$ cat config.mk
export PLATFORM = sky130hd
export DESIGN_NAME = trimmed_mean_smooth_normalize_unit
export DESIGN_NICKNAME = d
export VERILOG_FILES = /design/src/rtl/core/tmsn_pkg.sv /design/src/rtl/core/tmsn_front.sv /design/src/rtl/core/tmsn_queue.sv /design/src/rtl/core/tmsn_back.sv /design/src/rtl/core/trimmed_mean_smooth_normalize_unit.sv
export SDC_FILE = /design/constraint.sdc
export NUM_CORES = 2
export LEC_CHECK = 0
export BUFFER_PORTS_ARGS = -buffer_cell sky130_fd_sc_hd__clkbuf_2
export CELL_PAD_IN_SITES_DETAIL_PLACEMENT = 0
export CELL_PAD_IN_SITES_GLOBAL_PLACEMENT = 1
export CORE_MARGIN = 3
export CORE_UTILIZATION = 35
export DETAILED_ROUTE_END_ITERATION = 16
export GPL_ROUTABILITY_DRIVEN = 1
export PLACE_DENSITY_LB_ADDON = 0.1
export SYNTH_ARGS = -nofsm -noshare
export SYNTH_HDL_FRONTEND = slang
export SYNTH_SLANG_ARGS = --single-unit
$ cat constraint.sdc
create_clock -name clock -period 31.6 [get_ports clock]
set_clock_uncertainty 0.15 [all_clocks]
set_input_delay 3.16 -clock clock [delete_from_list [all_inputs] [get_ports clock]]
set_output_delay 3.16 -clock clock [all_outputs]
set_load 0.02 [all_outputs]
$ cat src/rtl/core/tmsn_pkg.sv
// shared constants and types for the trimmed mean smoothing unit
`timescale 1ns / 1ps
package tmsn_pkg;
   localparam int CHANNELS_DEF      = 16;
   localparam int HISTORY_DEPTH_DEF = 6;
   localparam int BURST_LEN   = 10;
   localparam int SAMPLE_W    = 10;
   localparam int CH_W        = 4;
   localparam int TRIM_W      = 12;
   localparam int SUM_OUT_W   = 15;
   localparam int LEVEL_W     = 14;
   localparam int FLOOR_W     = 8;
   localparam int RANGE_W     = 10;
   localparam int CSR_W       = 10;
   localparam int CSR_IDX_W   = 1;
   localparam logic [CSR_IDX_W-1:0] REG_FLOOR = 1'd0;
   localparam logic [CSR_IDX_W-1:0] REG_RANGE = 1'd1;
   localparam int FULL_SCALE  = 250;
   localparam int FLOOR_MAX   = 249;
   localparam int QUEUE_DEPTH = 2;

   typedef logic [SAMPLE_W-1:0] sample_type;

   // classified word handed from front to back
   typedef struct packed {
      logic [CH_W-1:0]   channel;
      logic              in_range;
      logic [TRIM_W-1:0] trim;
   } job_type;
endpackage

$ cat src/rtl/core/tmsn_front.sv
// front end: accepts a burst, sorts it over cycles, forms the trimmed sum
`timescale 1ns / 1ps
module tmsn_front #(
   parameter int CHANNELS = tmsn_pkg::CHANNELS_DEF
) (
   input  logic                                  clock,
   input  logic                                  reset,
   input  logic                                  in_valid,
   output logic                                  in_ready,
   input  logic [tmsn_pkg::CH_W-1:0]             in_channel,
   input  tmsn_pkg::sample_type [tmsn_pkg::BURST_LEN-1:0] in_samples,
   output logic                                  job_valid,
   input  logic                                  job_ready,
   output tmsn_pkg::job_type                     job
);
   import tmsn_pkg::*;

   localparam int PASS_W = $clog2(BURST_LEN + 1);
   localparam logic [1:0] S_IDLE = 2'd0;
   localparam logic [1:0] S_SORT = 2'd1;
   localparam logic [1:0] S_SUM  = 2'd2;
   localparam logic [1:0] S_OUT  = 2'd3;

   logic [1:0]  state_ff, state_in;
   logic [PASS_W-1:0] pass_ff, pass_in;
   sample_type [BURST_LEN-1:0] v_ff, v_in;
   logic [CH_W-1:0] ch_ff, ch_in;
   logic [TRIM_W-1:0] trim_ff, trim_in;
   sample_type [BURST_LEN-1:0] sorted;

   // one odd-even transposition pass per cycle
   always_comb begin
      sorted = v_ff;
      for (int i = 0; i + 1 < BURST_LEN; i++) begin
         if ((i % 2) == int'(pass_ff[0])) begin
            if (sorted[i] > sorted[i+1]) begin
               sorted[i]   = v_ff[i+1];
               sorted[i+1] = v_ff[i];
            end
         end
      end
   end

   assign in_ready  = (state_ff == S_IDLE);
   assign job_valid = (state_ff == S_OUT);
   assign job.channel  = ch_ff;
   assign job.in_range = (32'(ch_ff) < CHANNELS);
   assign job.trim     = trim_ff;

   always_comb begin
      state_in = state_ff;
      pass_in  = pass_ff;
      v_in     = v_ff;
      ch_in    = ch_ff;
      trim_in  = trim_ff;
      case (state_ff)
         S_IDLE: begin
            if (in_valid) begin
               v_in     = in_samples;
               ch_in    = in_channel;
               pass_in  = '0;
               state_in = S_SORT;
            end
         end
         S_SORT: begin
            v_in    = sorted;
            pass_in = pass_ff + 1'b1;
            if (pass_ff == PASS_W'(BURST_LEN - 1)) state_in = S_SUM;
         end
         S_SUM: begin
            trim_in = TRIM_W'(v_ff[3]) + TRIM_W'(v_ff[4]) + TRIM_W'(v_ff[5])
                      + TRIM_W'(v_ff[6]);
            state_in = S_OUT;
         end
         S_OUT: begin
            if (job_ready) state_in = S_IDLE;
         end
         default: state_in = S_IDLE;
      endcase
   end

   always_ff @(posedge clock) begin
      if (reset) begin
         state_ff <= S_IDLE;
         pass_ff  <= '0;
      end else begin
         state_ff <= state_in;
         pass_ff  <= pass_in;
      end
      v_ff    <= v_in;
      ch_ff   <= ch_in;
      trim_ff <= trim_in;
   end
endmodule

$ cat src/rtl/core/tmsn_queue.sv
// short word queue between front and back
`timescale 1ns / 1ps
module tmsn_queue #(
   parameter int DEPTH = tmsn_pkg::QUEUE_DEPTH
) (
   input  logic              clock,
   input  logic              reset,
   input  logic              wr_valid,
   output logic              wr_ready,
   input  tmsn_pkg::job_type wr_data,
   output logic              rd_valid,
   input  logic              rd_ready,
   output tmsn_pkg::job_type rd_data
);
   import tmsn_pkg::*;
   localparam int PW = (DEPTH > 1) ? $clog2(DEPTH) : 1;
   localparam int CW = $clog2(DEPTH + 1);

   job_type mem_ff [DEPTH];
   logic [PW-1:0] wp_ff, rp_ff;
   logic [CW-1:0] cnt_ff;
   logic do_wr, do_rd;

   assign wr_ready = (cnt_ff != CW'(DEPTH));
   assign rd_valid = (cnt_ff != '0);
   assign rd_data  = mem_ff[rp_ff];
   assign do_wr = wr_valid && wr_ready;
   assign do_rd = rd_valid && rd_ready;

   always_ff @(posedge clock) begin
      if (reset) begin
         wp_ff <= '0; rp_ff <= '0; cnt_ff <= '0;
      end else begin
         if (do_wr) wp_ff <= (wp_ff == PW'(DEPTH - 1)) ? '0 : wp_ff + 1'b1;
         if (do_rd) rp_ff <= (rp_ff == PW'(DEPTH - 1)) ? '0 : rp_ff + 1'b1;
         cnt_ff <= cnt_ff + CW'(do_wr) - CW'(do_rd);
      end
      if (do_wr) mem_ff[wp_ff] <= wr_data;
   end

   assert property (@(posedge clock) disable iff (reset)
      cnt_ff <= CW'(DEPTH)) else $error("queue count overflow");
   assert property (@(posedge clock) disable iff (reset)
      (do_wr && !do_rd) |=> rd_valid) else $error("queue lost a word");
   assert property (@(posedge clock) disable iff (reset)
      (cnt_ff == '0) |-> !do_rd) else $error("queue read while empty");
endmodule

$ cat src/rtl/core/tmsn_back.sv
// back end: history update, history sum, scaling divide, clamp, result register
`timescale 1ns / 1ps
module tmsn_back #(
   parameter int CHANNELS      = tmsn_pkg::CHANNELS_DEF,
   parameter int HISTORY_DEPTH = tmsn_pkg::HISTORY_DEPTH_DEF
) (
   input  logic                             clock,
   input  logic                             reset,
   input  logic                             job_valid,
   output logic                             job_ready,
   input  tmsn_pkg::job_type                job,
   input  logic [tmsn_pkg::FLOOR_W-1:0]     floor_level,
   input  logic [tmsn_pkg::RANGE_W-1:0]     range_out,
   output logic                             out_valid,
   input  logic                             out_ready,
   output logic [tmsn_pkg::CH_W-1:0]        out_channel,
   output logic [tmsn_pkg::SUM_OUT_W-1:0]   out_sum,
   output logic [tmsn_pkg::LEVEL_W-1:0]     out_level
);
   import tmsn_pkg::*;

   localparam int ENTRIES = CHANNELS * HISTORY_DEPTH;
   localparam int AW  = (ENTRIES > 1) ? $clog2(ENTRIES) : 1;
   localparam int KW  = $clog2(HISTORY_DEPTH + 1);
   localparam int SW  = TRIM_W + $clog2(HISTORY_DEPTH + 1);   // full history sum
   localparam int BW  = SW;                                    // 4*D*F fits in SW
   localparam int NUMW = SW + RANGE_W + 2;                    // 4*R*N
   localparam int DENW = 8 + $clog2(HISTORY_DEPTH + 1);       // D*(250-F)
   localparam int QW   = NUMW;
   localparam int DCW  = $clog2(NUMW + 1);

   localparam logic [3:0] S_IDLE  = 4'd0;
   localparam logic [3:0] S_RD    = 4'd1;
   localparam logic [3:0] S_ACC   = 4'd2;
   localparam logic [3:0] S_PREP  = 4'd3;
   localparam logic [3:0] S_MUL   = 4'd4;
   localparam logic [3:0] S_DIV   = 4'd5;
   localparam logic [3:0] S_CLAMP = 4'd6;
   localparam logic [3:0] S_OUT   = 4'd7;
   localparam logic [3:0] S_CLEAR = 4'd8;

   logic [3:0] state_ff, state_in;
   logic [TRIM_W-1:0] hist_mem [ENTRIES];
   logic [TRIM_W-1:0] rd_ff;
   logic [AW-1:0] clr_ff;
   logic [KW-1:0] k_ff;
   logic [AW-1:0] row_ff;
   job_type job_ff;
   logic [SW-1:0] sum_ff;
   logic [7:0] f_ff;
   logic [RANGE_W-1:0] r_ff;
   logic [NUMW-1:0] rem_ff, num_ff;
   logic [DENW-1:0] den_ff;
   logic [DCW-1:0] dcnt_ff;
   logic neg_ff;
   logic [SUM_OUT_W-1:0] osum_ff;
   logic [LEVEL_W-1:0] olev_ff;
   logic [CH_W-1:0] och_ff;

   // memory access signals
   logic [AW-1:0] rd_addr, wr_addr;
   logic rd_en, wr_en;
   logic [TRIM_W-1:0] wr_data;
   logic [KW-1:0] k_src;

   // history of a row read oldest first; entry k gets entry k+1, last gets trim
   assign k_src   = k_ff + 1'b1;
   assign rd_addr = row_ff + AW'(k_src);
   assign rd_en   = (state_ff == S_RD) && (32'(k_src) < HISTORY_DEPTH);
   assign wr_addr = (state_ff == S_CLEAR) ? clr_ff : row_ff + AW'(k_ff);
   assign wr_en   = (state_ff == S_CLEAR) ||
                    ((state_ff == S_ACC) && job_ff.in_range);
   assign wr_data = (state_ff == S_CLEAR) ? '0 :
                    (32'(k_ff) == HISTORY_DEPTH - 1) ? job_ff.trim : rd_ff;

   always_ff @(posedge clock) begin
      if (rd_en) rd_ff <= hist_mem[rd_addr];
      if (wr_en) hist_mem[wr_addr] <= wr_data;
   end

   logic [NUMW-1:0] rem_sh;
   logic rem_ge;
   assign rem_sh = {rem_ff[NUMW-2:0], num_ff[NUMW-1]};
   assign rem_ge = ({1'b0, rem_sh} >= (NUMW+1)'(den_ff));

   logic [QW-1:0] hi, lo;
   assign hi = QW'({r_ff, 4'b0});
   assign lo = QW'({f_ff, 4'b0});

   assign job_ready   = (state_ff == S_IDLE);
   assign out_valid   = (state_ff == S_OUT);
   assign out_channel = och_ff;
   assign out_sum     = osum_ff;
   assign out_level   = olev_ff;

   always_comb begin
      state_in = state_ff;
      case (state_ff)
         S_CLEAR: if (clr_ff == AW'(ENTRIES - 1)) state_in = S_IDLE;
         S_IDLE:  if (job_valid) state_in = S_RD;
         S_RD:    state_in = S_ACC;
         S_ACC:   state_in = (32'(k_ff) == HISTORY_DEPTH - 1) ? S_PREP : S_RD;
         S_PREP:  state_in = S_MUL;
         S_MUL:   state_in = S_DIV;
         S_DIV:   if (dcnt_ff == DCW'(NUMW - 1)) state_in = S_CLAMP;
         S_CLAMP: state_in = S_OUT;
         S_OUT:   if (out_ready) state_in = S_IDLE;
         default: state_in = S_IDLE;
      endcase
   end

   always_ff @(posedge clock) begin
      if (reset) begin
         state_ff <= S_CLEAR;
         clr_ff   <= '0;
      end else begin
         state_ff <= state_in;
         if (state_ff == S_CLEAR) clr_ff <= clr_ff + 1'b1;
      end
      case (state_ff)
         S_IDLE: begin
            job_ff <= job;
            k_ff   <= '0;
            sum_ff <= '0;
            row_ff <= AW'(32'(job.channel) * HISTORY_DEPTH);
            f_ff   <= (floor_level > 8'(FLOOR_MAX)) ? 8'(FLOOR_MAX) : floor_level;
            r_ff   <= range_out;
         end
         S_ACC: begin
            if (job_ff.in_range) sum_ff <= sum_ff + SW'(wr_data);
            k_ff <= k_ff + 1'b1;
         end
         S_PREP: begin
            // N = S - 4*D*F, den = D*(250-F)
            neg_ff <= (sum_ff < BW'(32'(f_ff) * 4 * HISTORY_DEPTH));
            num_ff <= NUMW'(sum_ff - BW'(32'(f_ff) * 4 * HISTORY_DEPTH));
            den_ff <= DENW'((FULL_SCALE - 32'(f_ff)) * HISTORY_DEPTH);
         end
         S_MUL: begin
            num_ff  <= neg_ff ? '0 : NUMW'(num_ff * NUMW'({r_ff, 2'b0}));
            rem_ff  <= '0;
            dcnt_ff <= '0;
         end
         S_DIV: begin
            // restoring divide, one quotient bit a cycle
            rem_ff  <= rem_ge ? rem_sh - NUMW'(den_ff) : rem_sh;
            num_ff  <= {num_ff[NUMW-2:0], rem_ge};
            dcnt_ff <= dcnt_ff + 1'b1;
         end
         default: ;
      endcase
      if (state_ff == S_CLAMP) begin
         och_ff  <= job_ff.channel;
         osum_ff <= SUM_OUT_W'(sum_ff);
         if (num_ff >= hi)
            olev_ff <= (hi < lo) ? LEVEL_W'(lo) : LEVEL_W'(hi);
         else
            olev_ff <= (num_ff < lo) ? LEVEL_W'(lo) : LEVEL_W'(num_ff);
      end
   end

   assert property (@(posedge clock) disable iff (reset)
      (state_ff == S_OUT && !out_ready) |=> (state_ff == S_OUT && $stable(olev_ff)))
      else $error("result changed while stalled");
   assert property (@(posedge clock) disable iff (reset)
      (state_ff == S_ACC && !job_ff.in_range) |-> !wr_en)
      else $error("history written for bad channel");
   assert property (@(posedge clock) disable iff (reset)
      (state_ff == S_CLAMP) |=> (state_ff == S_OUT))
      else $error("clamp did not lead to result");
endmodule

$ cat src/rtl/core/trimmed_mean_smooth_normalize_unit.sv
// top level of the trimmed mean smoothing and normalizing unit
`timescale 1ns / 1ps
// usage
//   req_ channel: push a word (channel plus ten samples) when full is low
//   rsp_ channel: while empty is low the oldest result is shown; pop takes it
//   csr_ port: write floor_level (index 0) or range_out (index 1) while idle
// steps and flow
//   front: accept cycle, 10 odd-even sort passes, a sum cycle and a handoff
//   cycle; it takes a new word only after handing the last one to a
//   two-entry queue
//   back: take cycle, a read step and an accumulate step per history entry, prepare,
//   multiply, a restoring divide at one bit a cycle (27 bits at default depth),
//   clamp and result; it takes a new word only after its result is popped
//   front and back overlap, so the sustained rate is set by the back end
// reset
//   registers return to floor 1, range 250; the history memory is cleared by
//   a pass over all CHANNELS*HISTORY_DEPTH entries (96 by default); words pushed
//   meanwhile wait in the front and the queue
// stall
//   a held result stalls the back end, the queue fills, then full rises
module trimmed_mean_smooth_normalize_unit #(
   parameter int CHANNELS      = tmsn_pkg::CHANNELS_DEF,
   parameter int HISTORY_DEPTH = tmsn_pkg::HISTORY_DEPTH_DEF
) (
   input  logic                            clock,
   input  logic                            reset,
   input  logic                            req_push,
   output logic                            full,
   input  logic [tmsn_pkg::CH_W-1:0]       req_channel,
   input  logic [tmsn_pkg::SAMPLE_W-1:0]   req_sample_0,
   input  logic [tmsn_pkg::SAMPLE_W-1:0]   req_sample_1,
   input  logic [tmsn_pkg::SAMPLE_W-1:0]   req_sample_2,
   input  logic [tmsn_pkg::SAMPLE_W-1:0]   req_sample_3,
   input  logic [tmsn_pkg::SAMPLE_W-1:0]   req_sample_4,
   input  logic [tmsn_pkg::SAMPLE_W-1:0]   req_sample_5,
   input  logic [tmsn_pkg::SAMPLE_W-1:0]   req_sample_6,
   input  logic [tmsn_pkg::SAMPLE_W-1:0]   req_sample_7,
   input  logic [tmsn_pkg::SAMPLE_W-1:0]   req_sample_8,
   input  logic [tmsn_pkg::SAMPLE_W-1:0]   req_sample_9,
   output logic                            empty,
   input  logic                            rsp_pop,
   output logic [tmsn_pkg::CH_W-1:0]       rsp_channel_out,
   output logic [tmsn_pkg::SUM_OUT_W-1:0]  rsp_smoothed_sum,
   output logic [tmsn_pkg::LEVEL_W-1:0]    rsp_level,
   input  logic                            csr_write,
   input  logic [tmsn_pkg::CSR_IDX_W-1:0]  csr_index,
   input  logic [tmsn_pkg::CSR_W-1:0]      csr_data
);
   import tmsn_pkg::*;

   logic [FLOOR_W-1:0] floor_ff;
   logic [RANGE_W-1:0] range_ff;
   sample_type [BURST_LEN-1:0] samples;
   logic in_ready, f_valid, f_ready, b_valid, b_ready, out_valid;
   job_type f_job, b_job;

   // config registers
   always_ff @(posedge clock) begin
      if (reset) begin
         floor_ff <= FLOOR_W'(1);
         range_ff <= RANGE_W'(FULL_SCALE);
      end else if (csr_write) begin
         case (csr_index)
            REG_FLOOR: floor_ff <= csr_data[FLOOR_W-1:0];
            REG_RANGE: range_ff <= csr_data[RANGE_W-1:0];
            default: ;
         endcase
      end
   end

   assign samples = {req_sample_9, req_sample_8, req_sample_7, req_sample_6,
                     req_sample_5, req_sample_4, req_sample_3, req_sample_2,
                     req_sample_1, req_sample_0};
   assign full  = !in_ready;
   assign empty = !out_valid;

   tmsn_front #(.CHANNELS(CHANNELS)) u_front (
      .clock, .reset,
      .in_valid(req_push), .in_ready,
      .in_channel(req_channel), .in_samples(samples),
      .job_valid(f_valid), .job_ready(f_ready), .job(f_job)
   );

   tmsn_queue #(.DEPTH(QUEUE_DEPTH)) u_queue (
      .clock, .reset,
      .wr_valid(f_valid), .wr_ready(f_ready), .wr_data(f_job),
      .rd_valid(b_valid), .rd_ready(b_ready), .rd_data(b_job)
   );

   tmsn_back #(.CHANNELS(CHANNELS), .HISTORY_DEPTH(HISTORY_DEPTH)) u_back (
      .clock, .reset,
      .job_valid(b_valid), .job_ready(b_ready), .job(b_job),
      .floor_level(floor_ff), .range_out(range_ff),
      .out_valid, .out_ready(rsp_pop),
      .out_channel(rsp_channel_out), .out_sum(rsp_smoothed_sum),
      .out_level(rsp_level)
   );
endmodule

==> run_results.csv <==
group,metric,value,unit
cts,h-tree-depth,4,
cells_and_area,diodes,0,
floorplan,rows,166,
sta,fin_crit,18.84,ns
sta,hold_ws,0.2676,ns
synthesis,postSynthNetCount,5150,
sta,tightestPinTransition,1.231,ns
synthesis,syn_inst,4612,
detailed_routing,wirelength,200500,um
sta,finalCritPeriodShare,59.61,%
sta,rsz0062_at_grt,"no",
detailed_routing,drt_iter0_drc,3178,
cts,cts_buffers,167,
cts,ctsHoldBuffers,0,
worst_setup_path,slowest_stage,"a2111oi_2",
worst_setup_path,slowest_delay,1.10,ns
detailed_routing,detail_route.vias_per_cell,5.220,
synthesis,synthArstFlopShare,0,%
synthesis,synthFlopType,"edfxtp_1",
worst_setup_path,crit_top_cell,"o21a_1",
grt,grt_pass1_wl,294000,um
cts,clockRootBuffer,"clkbuf_16",
detailed_routing,dr.pass1.iters,7,
synthesis,synth_edf_count,1471,
cells_and_area,nFillCells,18790,
status,run_status,"complete, no violations",
cells_and_area,final_common_cell,"edfxtp_1",
sta,final_hold_viol_count,0,
synthesis,synth.largest_area_cell,"edfxtp_1",
worst_setup_path,start_kind,"register",
grt,track_usage,18.92,%
cells_and_area,final_nets,5421,
synthesis,synth_area_leaders,"edfxtp_1, mux4_2, fa_1",
floorplan,boundaryPins,155,
cells_and_area,area_delta_synth_final,14.09,%
cells_and_area,final_cell_mix,"edfxtp_1, mux4_2, inv_1, nand2_1, ha_1",
worst_setup_path,crit_type,"reg -> reg",
cts,cts_resized,0,
place,gp_congestion,0.7925,
synthesis,avgSynthCellArea,15.71,um^2
synthesis,syn_area,0.07245,mm^2
floorplan,die_h,461.0,um
floorplan,die_x,461.0,um
cells_and_area,drive_gt1_share,19.74,%
sta,setup_tns,0,ns
place,dp_hpwl,131800,um
worst_setup_path,crit_required,31.89,ns
grt,grt_max_degree,112,
worst_hold_path,hp-class,"reg -> reg",
synthesis,synth_top_area_share,60.97,%
floorplan,start_util,35.31,%
detailed_routing,wl_per_cell,26.03,um
detailed_routing,drc,0,
grt,antenna_found_initial,8,
synthesis,seq_area_frac_synth,62.07,%
synthesis,yosysWarnings,0,
sta,max_clock_freq,53.09,MHz
worst_setup_path,critical_path.max_fanout,30,
detailed_routing,num_vias,40210,
worst_setup_path,cp.arrival,19.12,ns
floorplan,die_area,0.2125,mm^2
cts,clock-sinks,1511,
sta,maxSlewViolCount,0,
cts,cts_tree,"yes",
sta,setup_violations,0,
grt,grt_pass1_vias,41810,
worst_setup_path,cp-end-kind,"register",
run,cap_violations,0,
synthesis,ys_types,85,
worst_setup_path,worst-path-buf-inv,8,
floorplan,core-area,0.2052,mm^2
cts,clockBufferDepth,3,
cts,clk_pin_slew,0.06,ns
cts,cts_setup_buffers,0,
worst_setup_path,crit_family,"compound AO/OA/AOI/OAI gates",
sta,relSlewSlack,17.80,%
place,port_buffers,154,
detailed_routing,final_antenna_net_count,0,
grt,grt_overflow_total,0,
cts,clock_latency,0.82,ns
synthesis,ys_ff_latch,1511,
worst_setup_path,reg2reg_setup_slack,12.76,ns
layout make-up:
class	instances	area (um^2)	area share (%)
flip-flops and latches	1511	44970	54.40
multi-input cells	2525	25490	30.83
clock buffers	213	4477	5.416
well taps	2688	3363	4.068
repair buffers	328	2102	2.543
inverters	350	1318	1.594
clock inverters	89	945.9	1.144
cells in the mapped netlist (30+ instances only):
| library cell | count |
|---|---|
| a21o_1 | 60 |
| a21oi_1 | 145 |
| a22o_1 | 30 |
| and2_1 | 107 |
| buf_2 | 30 |
| clkbuf_1 | 167 |
| dfxtp_1 | 40 |
| edfxtp_1 | 1471 |
| fa_1 | 162 |
| ha_1 | 256 |
| inv_1 | 348 |
| mux2i_1 | 95 |
| mux4_2 | 366 |
| nand2_1 | 303 |
| nand3_1 | 85 |
| nor2_1 | 227 |
| nor2b_1 | 36 |
| nor3_1 | 38 |
| o21a_1 | 32 |
| o21ai_0 | 88 |
| o21ai_1 | 31 |
| xnor2_1 | 73 |
| xor2_1 | 45 |
per-layer routing:
| layer | GRT usage (%) | up-vias | share of wire [%] |
|---|---|---|---|
| met5 | 0 | - | 0 |
| met4 | 4.117 | 0 | 1.8 |
| met3 | 2.475 | 223 | 3.7 |
| met2 | 30.51 | 812 | 48 |
| met1 | 27.37 | 21050 | 47 |
| li1 | - | 18130 | - |
final timing paths:
path | start | end | cells after the start
worst max-delay path | u_front.v_ff[11]$_DFFE_PP_ | u_front.v_ff[97]$_DFFE_PP_ | 75
worst min-delay path | u_back.job_ff[16]$_DFFE_PP_ | u_back.out_channel[3]$_DFFE_PN_ | 0
worst max register to register | u_front.v_ff[11]$_DFFE_PP_ | u_front.v_ff[97]$_DFFE_PP_ | 75
worst min register to register | u_back.job_ff[16]$_DFFE_PP_ | u_back.out_channel[3]$_DFFE_PN_ | 0
kinds of logic after synthesis:
family,synth area share [%]
buffers and inverters,3.140
AO/OA/AOI/OAI,5.279
flip-flops,62.07
multiplexers,12.94
AND/OR/NAND/NOR,6.225
adder cells (fa/ha/maj),8.897
XOR/XNOR,1.449
per-stage QoR:
stage               std cells  instance area (um^2)  util, %  setup slack, ns
finish                   7704                 82670    40.28            12.76
global route             7704                 82670    40.28            11.44
CTS                      7704                 82660    40.28            12.90
detailed placement       7402                 77240    37.64            12.95
global placement         7402                 77240    37.64            12.94
floorplan                4612                 72450        -            15.31
worst register-to-register path, delay by kind of cell (launching register included):
family	cells	cell delay [ns]
AOI/OAI and AO/OA	39	8.41
adders and majority gates	9	2.54
buffers and inverters	8	2.18
DFF	1	0.43
muxes	7	1.89
and+or+nand+nor	12	2.87
state kept, by name, summed over array words and instances (netlist names), 4 cells and up, named ones only:
name                cells
u_front.trim_ff        12
u_back.dcnt_ff          5
u_queue.mem_ff         32
u_back.out_sum         15
u_back.den_ff          10
u_back.sum_ff          15
u_back.out_channel      4
u_back.hist_mem      1152
u_front.pass_ff         4
range_ff               10
u_back.num_ff          27
u_back.rem_ff          26
u_back.rd_ff           12
u_back.clr_ff           7
u_back.f_ff             8
floor_ff                8
u_back.job_ff          16
u_back.r_ff            10
u_front.v_ff          100
u_back.state_ff         4
u_back.row_ff           5
u_back.out_level       14
u_front.ch_ff           4
Power is not shown: default switching activity piles up to over one toggle a cycle in this logic, so the estimate is an artifact.
